[src/sv/ecpl_pkg.sv]
// ----------------------------------------------------------------------------
// ecpl_pkg
// shared constants, codes and types of the empty-call paren locator
// ----------------------------------------------------------------------------
package ecpl_pkg;

   // size limits
   localparam int unsigned MaxScriptLen = 65536;
   localparam int unsigned MaxNestDepth = 255;
   localparam int unsigned PosWidth     = $clog2(MaxScriptLen + 1);
   localparam int unsigned DepthWidth   = $clog2(MaxNestDepth + 1);

   // fixed field widths
   localparam int unsigned ByteWidth   = 8;
   localparam int unsigned IndexWidth  = 16;
   localparam int unsigned LengthWidth = 18;
   localparam int unsigned StatusWidth = 3;

   // lexer modes
   localparam logic [2:0] ModeNormal    = 3'd0;
   localparam logic [2:0] ModePendSlash = 3'd1;
   localparam logic [2:0] ModePendC2    = 3'd2;
   localparam logic [2:0] ModeStr       = 3'd3;
   localparam logic [2:0] ModeStrEsc    = 3'd4;
   localparam logic [2:0] ModeAngle     = 3'd5;
   localparam logic [2:0] ModeAngleC2   = 3'd6;
   localparam logic [2:0] ModeLine      = 3'd7;

   // scan status codes
   localparam logic [StatusWidth-1:0] StatusOk         = 3'd0;
   localparam logic [StatusWidth-1:0] StatusNoParen    = 3'd1;
   localparam logic [StatusWidth-1:0] StatusUnbalanced = 3'd2;
   localparam logic [StatusWidth-1:0] StatusNotEmpty   = 3'd3;
   localparam logic [StatusWidth-1:0] StatusTooLong    = 3'd4;
   localparam logic [StatusWidth-1:0] StatusDepth      = 3'd5;

   // byte codes
   localparam logic [ByteWidth-1:0] ByteQuote     = 8'h22;
   localparam logic [ByteWidth-1:0] ByteBackslash = 8'h5C;
   localparam logic [ByteWidth-1:0] ByteOpen      = 8'h28;
   localparam logic [ByteWidth-1:0] ByteClose     = 8'h29;
   localparam logic [ByteWidth-1:0] ByteSlash     = 8'h2F;
   localparam logic [ByteWidth-1:0] ByteCr        = 8'h0D;
   localparam logic [ByteWidth-1:0] ByteLf        = 8'h0A;
   localparam logic [ByteWidth-1:0] ByteTab       = 8'h09;
   localparam logic [ByteWidth-1:0] ByteSpace     = 8'h20;
   localparam logic [ByteWidth-1:0] ByteLead      = 8'hC2;
   localparam logic [ByteWidth-1:0] ByteGuilOpen  = 8'hAB;
   localparam logic [ByteWidth-1:0] ByteGuilClose = 8'hBB;

   // bytes added around the argument: ( " " )
   localparam int unsigned WrapBytes = 4;

   typedef struct packed {
      logic [2:0]            mode;
      logic                  in_parens;
      logic [DepthWidth-1:0] depth;
      logic [PosWidth-1:0]   position;
      logic [IndexWidth-1:0] open_index;
      logic [IndexWidth-1:0] close_index;
      logic                  only_ws;
      logic                  finished;
      logic                  err_long;
      logic                  err_depth;
   } scan_state_type;

   localparam scan_state_type ScanReset = '{
      mode:        ModeNormal,
      in_parens:   1'b0,
      depth:       '0,
      position:    '0,
      open_index:  '0,
      close_index: '0,
      only_ws:     1'b1,
      finished:    1'b0,
      err_long:    1'b0,
      err_depth:   1'b0
   };

endpackage

[src/sv/ecpl_lexer.sv]
// ----------------------------------------------------------------------------
// ecpl_lexer
// next scan state for one script byte
// ----------------------------------------------------------------------------
module ecpl_lexer (
   input  ecpl_pkg::scan_state_type              cur_state,
   input  logic [ecpl_pkg::ByteWidth-1:0]        script_byte,
   output ecpl_pkg::scan_state_type              next_state
);

   ecpl_pkg::scan_state_type s;
   logic                     fresh;
   logic                     is_ws;

   always_comb begin
      s     = cur_state;
      fresh = 1'b0;
      is_ws = script_byte inside {ecpl_pkg::ByteSpace, ecpl_pkg::ByteTab,
                                  ecpl_pkg::ByteCr, ecpl_pkg::ByteLf};

      if (cur_state.position >= ecpl_pkg::PosWidth'(ecpl_pkg::MaxScriptLen)) begin
         s.err_long = 1'b1;
      end else begin
         if (!cur_state.err_long && !cur_state.err_depth && !cur_state.finished) begin
            case (cur_state.mode)
               ecpl_pkg::ModePendSlash: begin
                  if (script_byte == ecpl_pkg::ByteSlash) s.mode = ecpl_pkg::ModeLine;
                  else fresh = 1'b1;
               end
               ecpl_pkg::ModePendC2: begin
                  if (script_byte == ecpl_pkg::ByteGuilOpen) s.mode = ecpl_pkg::ModeAngle;
                  else fresh = 1'b1;
               end
               ecpl_pkg::ModeStr: begin
                  if (script_byte == ecpl_pkg::ByteBackslash) s.mode = ecpl_pkg::ModeStrEsc;
                  else if (script_byte == ecpl_pkg::ByteQuote) s.mode = ecpl_pkg::ModeNormal;
               end
               ecpl_pkg::ModeStrEsc: begin
                  s.mode = ecpl_pkg::ModeStr;
               end
               ecpl_pkg::ModeAngle: begin
                  if (script_byte == ecpl_pkg::ByteLead) s.mode = ecpl_pkg::ModeAngleC2;
               end
               ecpl_pkg::ModeAngleC2: begin
                  if (script_byte == ecpl_pkg::ByteGuilClose) s.mode = ecpl_pkg::ModeNormal;
                  else if (script_byte != ecpl_pkg::ByteLead) s.mode = ecpl_pkg::ModeAngle;
               end
               ecpl_pkg::ModeLine: begin
                  if (script_byte == ecpl_pkg::ByteLf || script_byte == ecpl_pkg::ByteCr) begin
                     s.mode = ecpl_pkg::ModeNormal;
                  end
               end
               default: begin
                  fresh = 1'b1;
               end
            endcase

            // byte scanned afresh in normal mode
            if (fresh) begin
               s.mode = ecpl_pkg::ModeNormal;
               if (script_byte == ecpl_pkg::ByteQuote) begin
                  s.mode = ecpl_pkg::ModeStr;
               end else if (script_byte == ecpl_pkg::ByteLead) begin
                  s.mode = ecpl_pkg::ModePendC2;
               end else if (script_byte == ecpl_pkg::ByteSlash) begin
                  s.mode = ecpl_pkg::ModePendSlash;
               end else if (script_byte == ecpl_pkg::ByteOpen) begin
                  if (!cur_state.in_parens) begin
                     s.in_parens  = 1'b1;
                     s.open_index = cur_state.position[ecpl_pkg::IndexWidth-1:0];
                     s.depth      = ecpl_pkg::DepthWidth'(1);
                     s.only_ws    = 1'b1;
                  end else if (cur_state.depth >=
                               ecpl_pkg::DepthWidth'(ecpl_pkg::MaxNestDepth)) begin
                     s.err_depth = 1'b1;
                  end else begin
                     s.depth = cur_state.depth + ecpl_pkg::DepthWidth'(1);
                  end
               end else if (script_byte == ecpl_pkg::ByteClose && cur_state.in_parens) begin
                  if (cur_state.depth <= ecpl_pkg::DepthWidth'(1)) begin
                     s.depth       = '0;
                     s.close_index = cur_state.position[ecpl_pkg::IndexWidth-1:0];
                     s.finished    = 1'b1;
                  end else begin
                     s.depth = cur_state.depth - ecpl_pkg::DepthWidth'(1);
                  end
               end
            end

            if (cur_state.in_parens && !s.finished && !is_ws) s.only_ws = 1'b0;
         end
         s.position = cur_state.position + ecpl_pkg::PosWidth'(1);
      end
      next_state = s;
   end

endmodule

[src/sv/ecpl_result.sv]
// ----------------------------------------------------------------------------
// ecpl_result
// status and length formation with the result register
// ----------------------------------------------------------------------------
module ecpl_result (
   input  logic                                   clock,
   input  logic                                   reset,
   input  logic                                   load,
   input  ecpl_pkg::scan_state_type               final_state,
   input  logic [ecpl_pkg::IndexWidth-1:0]        arg_length,
   input  logic                                   rsp_ready,
   output logic                                   rsp_valid,
   output logic                                   slot_free,
   output logic [ecpl_pkg::StatusWidth-1:0]       rsp_scan_status,
   output logic [ecpl_pkg::IndexWidth-1:0]        rsp_open_position,
   output logic [ecpl_pkg::IndexWidth-1:0]        rsp_close_position,
   output logic [ecpl_pkg::LengthWidth-1:0]       rsp_rewritten_length
);

   logic                                valid_ff, valid_in;
   logic [ecpl_pkg::StatusWidth-1:0]    status_ff, status_in;
   logic [ecpl_pkg::IndexWidth-1:0]     open_ff, open_in;
   logic [ecpl_pkg::IndexWidth-1:0]     close_ff, close_in;
   logic [ecpl_pkg::LengthWidth-1:0]    length_ff, length_in;

   assign slot_free = !valid_ff || rsp_ready;

   always_comb begin
      open_in   = '0;
      close_in  = '0;
      length_in = '0;
      if (final_state.err_long) begin
         status_in = ecpl_pkg::StatusTooLong;
      end else if (final_state.err_depth) begin
         status_in = ecpl_pkg::StatusDepth;
      end else if (!final_state.in_parens) begin
         status_in = ecpl_pkg::StatusNoParen;
      end else if (!final_state.finished) begin
         status_in = ecpl_pkg::StatusUnbalanced;
      end else if (!final_state.only_ws) begin
         status_in = ecpl_pkg::StatusNotEmpty;
      end else begin
         status_in = ecpl_pkg::StatusOk;
         open_in   = final_state.open_index;
         close_in  = final_state.close_index;
         // length - (close - open + 1) + wrap + argument
         length_in = ecpl_pkg::LengthWidth'(final_state.position)
                   - ecpl_pkg::LengthWidth'(final_state.close_index)
                   + ecpl_pkg::LengthWidth'(final_state.open_index)
                   + ecpl_pkg::LengthWidth'(ecpl_pkg::WrapBytes - 1)
                   + ecpl_pkg::LengthWidth'(arg_length);
      end
   end

   always_comb begin
      valid_in = valid_ff;
      if (load) valid_in = 1'b1;
      else if (rsp_ready) valid_in = 1'b0;
   end

   always_ff @(posedge clock) begin
      if (reset) begin
         valid_ff <= 1'b0;
      end else begin
         valid_ff <= valid_in;
      end
   end

   always_ff @(posedge clock) begin
      if (load) begin
         status_ff <= status_in;
         open_ff   <= open_in;
         close_ff  <= close_in;
         length_ff <= length_in;
      end
   end

   assign rsp_valid            = valid_ff;
   assign rsp_scan_status      = status_ff;
   assign rsp_open_position    = open_ff;
   assign rsp_close_position   = close_ff;
   assign rsp_rewritten_length = length_ff;

endmodule

[src/sv/empty_call_paren_locator.sv]
// ----------------------------------------------------------------------------
// empty_call_paren_locator
// finds the first call paren pair of a script and checks that it is empty
// ----------------------------------------------------------------------------
// script bytes stream in one beat per byte, the last one marked; the block
// takes a byte every cycle except while a final byte is stalled. each
// byte sits in an input register, then one lexer step updates the
// scan state (mode, depth, position, paren indices, flags). the final byte
// of a script yields one result beat through the result register: status,
// paren positions and the rewritten length with an argument of
// csr_write_data bytes quoted in parens. the result register lets the next
// script stream in while a result waits; a final byte only waits in the
// input register when an earlier result is still untaken. csr writes take
// effect at once and are meant for idle periods only.
module empty_call_paren_locator (
   input  logic                                   clock,
   input  logic                                   reset,
   // script byte beats
   input  logic                                   req_valid,
   output logic                                   req_ready,
   input  logic [ecpl_pkg::ByteWidth-1:0]         req_script_byte,
   input  logic                                   req_last_byte,
   // result beats
   output logic                                   rsp_valid,
   input  logic                                   rsp_ready,
   output logic [ecpl_pkg::StatusWidth-1:0]       rsp_scan_status,
   output logic [ecpl_pkg::IndexWidth-1:0]        rsp_open_position,
   output logic [ecpl_pkg::IndexWidth-1:0]        rsp_close_position,
   output logic [ecpl_pkg::LengthWidth-1:0]       rsp_rewritten_length,
   // argument length register
   input  logic                                   csr_write_enable,
   input  logic [ecpl_pkg::IndexWidth-1:0]        csr_write_data
);

   // input register
   logic                                in_valid_ff, in_valid_in;
   logic [ecpl_pkg::ByteWidth-1:0]      in_byte_ff;
   logic                                in_last_ff;

   // scan state and argument length
   ecpl_pkg::scan_state_type            state_ff, state_in;
   ecpl_pkg::scan_state_type            lexed;
   logic [ecpl_pkg::IndexWidth-1:0]     arg_length_ff, arg_length_in;

   logic                                slot_free;
   logic                                advance;

   // a final byte needs room in the result register, any other byte goes on
   assign advance   = in_valid_ff && (!in_last_ff || slot_free);
   assign req_ready = !in_valid_ff || advance;

   always_comb begin
      in_valid_in = in_valid_ff;
      if (req_ready) in_valid_in = req_valid;
   end

   always_ff @(posedge clock) begin
      if (reset) begin
         in_valid_ff <= 1'b0;
      end else begin
         in_valid_ff <= in_valid_in;
      end
   end

   always_ff @(posedge clock) begin
      if (req_valid && req_ready) begin
         in_byte_ff <= req_script_byte;
         in_last_ff <= req_last_byte;
      end
   end

   ecpl_lexer u_lexer (
      .cur_state   (state_ff),
      .script_byte (in_byte_ff),
      .next_state  (lexed)
   );

   // state clears after the final byte of each script
   always_comb begin
      state_in = state_ff;
      if (advance) begin
         if (in_last_ff) state_in = ecpl_pkg::ScanReset;
         else state_in = lexed;
      end
   end

   always_ff @(posedge clock) begin
      if (reset) begin
         state_ff <= ecpl_pkg::ScanReset;
      end else begin
         state_ff <= state_in;
      end
   end

   assign arg_length_in = csr_write_enable ? csr_write_data : arg_length_ff;

   always_ff @(posedge clock) begin
      if (reset) begin
         arg_length_ff <= '0;
      end else begin
         arg_length_ff <= arg_length_in;
      end
   end

   ecpl_result u_result (
      .clock                (clock),
      .reset                (reset),
      .load                 (advance && in_last_ff),
      .final_state          (lexed),
      .arg_length           (arg_length_ff),
      .rsp_ready            (rsp_ready),
      .rsp_valid            (rsp_valid),
      .slot_free            (slot_free),
      .rsp_scan_status      (rsp_scan_status),
      .rsp_open_position    (rsp_open_position),
      .rsp_close_position   (rsp_close_position),
      .rsp_rewritten_length (rsp_rewritten_length)
   );

endmodule

[config.mk]
export PLATFORM = sky130hd
export DESIGN_NAME = empty_call_paren_locator
export DESIGN_NICKNAME = d
export VERILOG_FILES = /design/src/sv/ecpl_pkg.sv /design/src/sv/ecpl_lexer.sv /design/src/sv/ecpl_result.sv /design/src/sv/empty_call_paren_locator.sv
export SDC_FILE = /design/constraint.sdc
export NUM_CORES = 1
export LEC_CHECK = 0
export BUFFER_PORTS_ARGS = -buffer_cell sky130_fd_sc_hd__clkbuf_2
export CAP_MARGIN = 20
export CORE_ASPECT_RATIO = 2
export CORE_MARGIN = 2
export CORE_UTILIZATION = 55
export DETAILED_ROUTE_END_ITERATION = 6
export GPL_ROUTABILITY_DRIVEN = 0
export PLACE_DENSITY = 0.75
export SYNTH_ARGS = -nofsm -noshare
export SYNTH_HDL_FRONTEND = slang
export SYNTH_HIERARCHICAL = 1
export SYNTH_SLANG_ARGS = --single-unit
[constraint.sdc]
create_clock -name clock -period 7.5 [get_ports clock]
set_clock_uncertainty 0.05 [all_clocks]
set_input_delay 0.375 -clock clock [delete_from_list [all_inputs] [get_ports clock]]
set_output_delay 0.375 -clock clock [all_outputs]
set_load 0.01 [all_outputs]
# Yosys cells after proc, flatten, opt, wreduce, memory -nomap -nowiden
# Cells that the tools add are included.
dict set report word_totals {
  reg_bits 145
  wordCells 161
}
dict set report classes {
  addsub 7
  magnitude_cmp 3
  eq_ne 31
  muxes 64
  bitwise 3
  n_reduce_logical 32
}
# cell count
set op_table {}
lappend op_table {{$mux W34} 7}
lappend op_table {{$mux W16} 5}
lappend op_table {{$mux W65} 1}
lappend op_table {{$mux W63} 1}
lappend op_table {{$eq A8 B6 Y1 const B} 5}
lappend op_table {{$mux W8} 5}
lappend op_table {{$add A18 B16 Y18} 2}
lappend op_table {{$mux W3} 12}
lappend op_table {{$mux W9} 3}
lappend op_table {{$mux W1} 25}
lappend op_table {{$eq A8 B4 Y1 const B} 3}
lappend op_table {{$eq A8 B8 Y1 const B} 3}
lappend op_table {{$mux W12} 2}
lappend op_table {{$pmux W3 S7} 1}
lappend op_table {{$add A18 B2 Y18 const B} 1}
lappend op_table {{$sub A17 B16 Y18} 1}
lappend op_table {{$add A17 B1 Y17 const B} 1}
lappend op_table {{$ge A17 B17 Y1 const B} 1}
lappend op_table {{$ne A4 B2 Y1 const B} 4}
lappend op_table {{$eq A3 B3 Y1 const B} 4}
lappend op_table {{$ne A5 B2 Y1 const B} 2}
lappend op_table {{$reduce_and A10 Y1} 1}
lappend op_table {{$reduce_or A5 Y1} 2}
lappend op_table {{$reduce_and A9 Y1} 1}
lappend op_table {{other kinds (22)} 47}

# Depth between registers and ports, before layout
dict set report logic_depth {
  word_depth 20
  depth_mapped 21
  depth_no_buf 18
}

# By module
# The synthesis kept the hierarchy.
# module n_inst cells_per_inst area_per_inst_um2 seq_area_each_um2
set modules_own_cells {}
lappend modules_own_cells {ecpl_result 1 311 3653.5 1611.5}
lappend modules_own_cells {empty_call_paren_locator 1 359 3245.6 1911.8}
lappend modules_own_cells {ecpl_lexer 1 257 1808.0 0.0}

# Least setup slack after synthesis
# Ideal clock, no wire load.
dict set report synth_timing {
  path_type {flip-flop to flip-flop}
  startpoint {register in_byte_ff[4] in the netlist's numbering}
  endpoint {register u_result.length_ff (netlist bit u_result/rsp_rewritten_length[12]), data pin}
  arrival_time_ns 5.408
  t_required_ns 7.180
  path_slack_ns 1.772
  stages_incl_launch_ff 22
  path_buffers 3
  synth_period_minus_slack_ns 5.728
  path_cell_list {edfxtp_1 or4b_1 buf_2 or4_4 a2bb2oi_4 or4_1 buf_6 or3_1 buf_6 mux2_2 inv_1 fa_1 inv_1 fa_1 fa_1 ha_1 fa_1 a21o_1 a31o_2 a211oi_1 or3_1 a21oi_1}
}
# item line_no
set synth_lines {}
lappend synth_lines {{from (decl)} empty_call_paren_locator.sv:37} ;# logic [ecpl_pkg::ByteWidth-1:0] in_byte_ff;
lappend synth_lines {{from (signal assigned)} empty_call_paren_locator.sv:67} ;# in_byte_ff <= req_script_byte;
lappend synth_lines {{to (signal assigned)} ecpl_result.sv:74} ;# length_ff <= length_in;
lappend synth_lines {{to (decl)} ecpl_result.sv:24} ;# logic [ecpl_pkg::LengthWidth-1:0] length_ff, length_in;

==> results.toml <==
[routing]
routed_wirelength_um = 20600
drtIter0Drc = 529
vias = 7119
vias_per_cell = 5.93
drtAntennaViolNets = 0
post-route-drc-count = 0
drt_pass1_iterations = 6
wl_per_cell_um = 17.2

[timing]
slew_headroom_pct = 34.7
setup_tns_ns = 0
fin_crit_ns = 6.51
fmaxAchievable_mhz = 154
rsz0062_at_grt = "false"
timing.final.ws_setup_ns = 0.986
setup_violations = 0
hold_violations = 0
worstMarginPinSlew_ns = 0.979
hold_slack_ns = 0.0745
drv_slew = 0
finalCritPeriodShare_pct = 86.9

[pwr]
combinationalPowerShare_pct = 9.7
seqPwrFrac_pct = 45.8
p_sw_share_pct = 25.8
ir_drop_v = 0.000149
power_frac_clock_pct = 44.6
power.leakage_nw = 3.69
p_int_mw = 1.37
power.density_nw_per_um2 = 190
p_sw_uw = 477

[layout]
multiInputGateArea_um2 = 4740
area_growth_pct = 11.9
final_cells = 1201
final_core_util_pct = 62.4
drive_gt1_share_pct = 17.3
seqCellArea_um2 = 3520
layout.nets = 1087
fill_cells = 1302
diodes = 0

[floorplan]
placementRows = 65
dieArea_um2 = 16900
num_io_pins = 85
fp.coreArea_um2 = 15600
die_y_um = 182
die_x_um = 93.0
start_util_pct = 55.8

[yosys]
synthCells = 927
yosysSeqAreaShare_pct = 40.5
synth_top_family_by_area = "compound AO/OA/AOI/OAI gates"
synth-compound-area-share_pct = 16.3
synthAdderAreaFrac_pct = 12.8
synth_seq_cells = 145
synth_xor_area_share_pct = 2.21
synth_mux_area_share_pct = 6.85
yosys-top-cells-area = "edfxtp_1 (21%), dfxtp_1 (19%), fa_1 (7.4%), a21oi_1 (5.5%), ha_1 (5.5%)"
synth_top_area_share_pct = 21.4
synth_warnings = 6
ys_types = 70
synth.most_common_cell = "nand2_1"
syn_area_per_cell_um2 = 9.39
ys.flop_type = "dfxtp_1"
syn_area_um2 = 8710
synth_fp_nets = 1027
synthArstFlopShare_pct = 0
yosys.area_share.simple_pct = 16.2
netlist.top_cell.by_area = "edfxtp_1"
synthTopCellsByCount = "nand2_1 (104), a21oi_1 (96), o21ai_0 (87), dfxtp_1 (83), nor2_1 (73)"
synth_edf_count = 62

[setup_path]
reg2reg_depth = 16
cpPeakStageDelay_ns = 0.67
r2r-end = "u_result/rsp_rewritten_length[16]"
regToRegSetupSlack_ns = 0.99
reg2reg_from = "in_byte_ff[4]"
crit_chain = "or4b_1, or4_4, a2bb2oi_4, or4_1, or3_1, buf_4, mux2_2, fa_1, fa_1, ha_1, ha_1, a21o_1, a311oi_1, nor3b_1, or3_1, nand3_1"
arrival_ns = 6.62
worstPathRequired_ns = 7.61
worst_setup_path_end_kind = "flop"
criticalPathCategory = "reg2reg"
critPathLaunchType = "flop"
cp_slowest_cell = "or4b_1"
crit_fanout = 18

[grt]
grt_pass1_wl_um = 32900
track_usage_pct = 24.6
grt_max_degree = 84
antenna_found_initial = 0
gr-total-overflow = 0
grt_pass1_vias = 6564

[placed_design]
port-buffer-count = 84
dp_cells = 1169
hpwlAfterDp_um = 14200
place_ws_ns = 1.11

[clocking]
cts_buffer_depth = 2
clk_pin_slew_ns = 0.06
cts_buffers = 17
cts.htree.levels = 4
cts-root-buf = "clkbuf_16"
clock_latency_ns = 0.43
cts_tree = "built"
hold_buffers = 0
post_cts_buffers = 0
post_cts_resized = 0
clock_sinks = 145

[worst_hold_path]
min_from = "req_script_byte[0]"
hold_path_depth = 1
worstHoldEndpoint = "in_byte_ff[0]"
min_path_type = "in2reg"

[job]
drv_cap = 0

[status]
status = "finished, final reports clean"
-- metal layers --
layer / GRT usage [%] / vias up / routed length [um]
li1: - / 3393 / -
met1: 32.5 / 3387 / 8580
met2: 40.2 / 295 / 10200
met3: 4.02 / 44 / 1190
met4: 9.82 / 0 / 599
met5: 0 / - / 0
-- flip-flops by register name, summed over array words and instances (netlist names) --
register and flops:
state_ff 65, u_result/rsp_rewritten_length 18, arg_length_ff 16, u_result/rsp_close_position 16
u_result/rsp_open_position 16, in_byte_ff 8, u_result/rsp_scan_status 3, in_last_ff 1
in_valid_ff 1, u_result/rsp_valid 1
-- kinds of logic (layout without fill, tap and decap cells) --
family	count (synthesis)	in the layout
buffers and inverters	98	171
multiplexers	52	52
adder cells (fa/ha/maj)	70	70
AND/OR/NAND/NOR	292	292
XOR/XNOR	22	22
flip-flops	145	145
AO/OA/AOI/OAI	248	248
-- layout make-up --
cell class / count / area share (%)
Multi-Input combinational cell: 684 / 48.6
Sequential cell: 145 / 36.2
Timing Repair Buffer: 92 / 4.93
Inverter: 47 / 1.81
Clock inverter: 13 / 1.32
Clock buffer: 19 / 4.55
Tap cell: 201 / 2.58
-- stage by stage --
stage / instance area [um2] / power [mW]
finish: 9740 / 1.85
detailed placement: 9170 / 1.04
global placement: 9170 / 1.04
global route: 9740 / 1.91
floorplan: 8710 / 0.991
CTS: 9740 / 1.86
-- placed cells by master (no fill, tap or decap), drive strengths merged, types with 4 or more instances in the layout --
cell type,n
or3,9
dfxtp,83
and3,8
nand2,104
nand3,17
a21oi,96
o21ai,98
buf,8
nor3,9
a31oi,4
inv,52
mux2i,18
xnor2,13
or4,4
mux2,34
xor2,9
or2,4
o21a,8
clkinvlp,4
fa,32
o31ai,6
and2,24
ha,38
o22ai,4
clkbuf,103
nand2b,5
nor2,75
nand4,7
edfxtp,62
nor3b,4
-- worst max-delay path, delay by kind of cell, from the launching register on --
family | cells | cell delay (ns)
AOI/OAI and AO/OA | 3 | 0.58
buffers and inverters | 1 | 0.33
muxes | 1 | 0.42
adders and majority gates | 4 | 1.64
DFF | 1 | 0.46
and+or+nand+nor | 7 | 2.76
-- power by group through the flow --
stage	clock network [mW]	registers, mW	logic (mW)
finish	0.825	0.847	0.179
global route	0.863	0.849	0.198
CTS	0.834	0.847	0.177
detailed placement	0	0.865	0.175
global placement	0	0.864	0.172
floorplan	0	0.865	0.127
-- worst max-delay path by stage --
stage / to / cells after the start / start
after floorplan: u_result/rsp_rewritten_length[12] / 21 / in_byte_ff[4]
after global placement: u_result/rsp_rewritten_length[12] / 17 / in_byte_ff[4]
after CTS: u_result/rsp_rewritten_length[8] / 16 / in_byte_ff[4]
after detailed placement: u_result/rsp_rewritten_length[16] / 16 / in_byte_ff[4]
after global routing: u_result/rsp_rewritten_length[16] / 16 / in_byte_ff[4]
final: u_result/rsp_rewritten_length[16] / 16 / in_byte_ff[4]
Power figures use the tool's default switching activity.
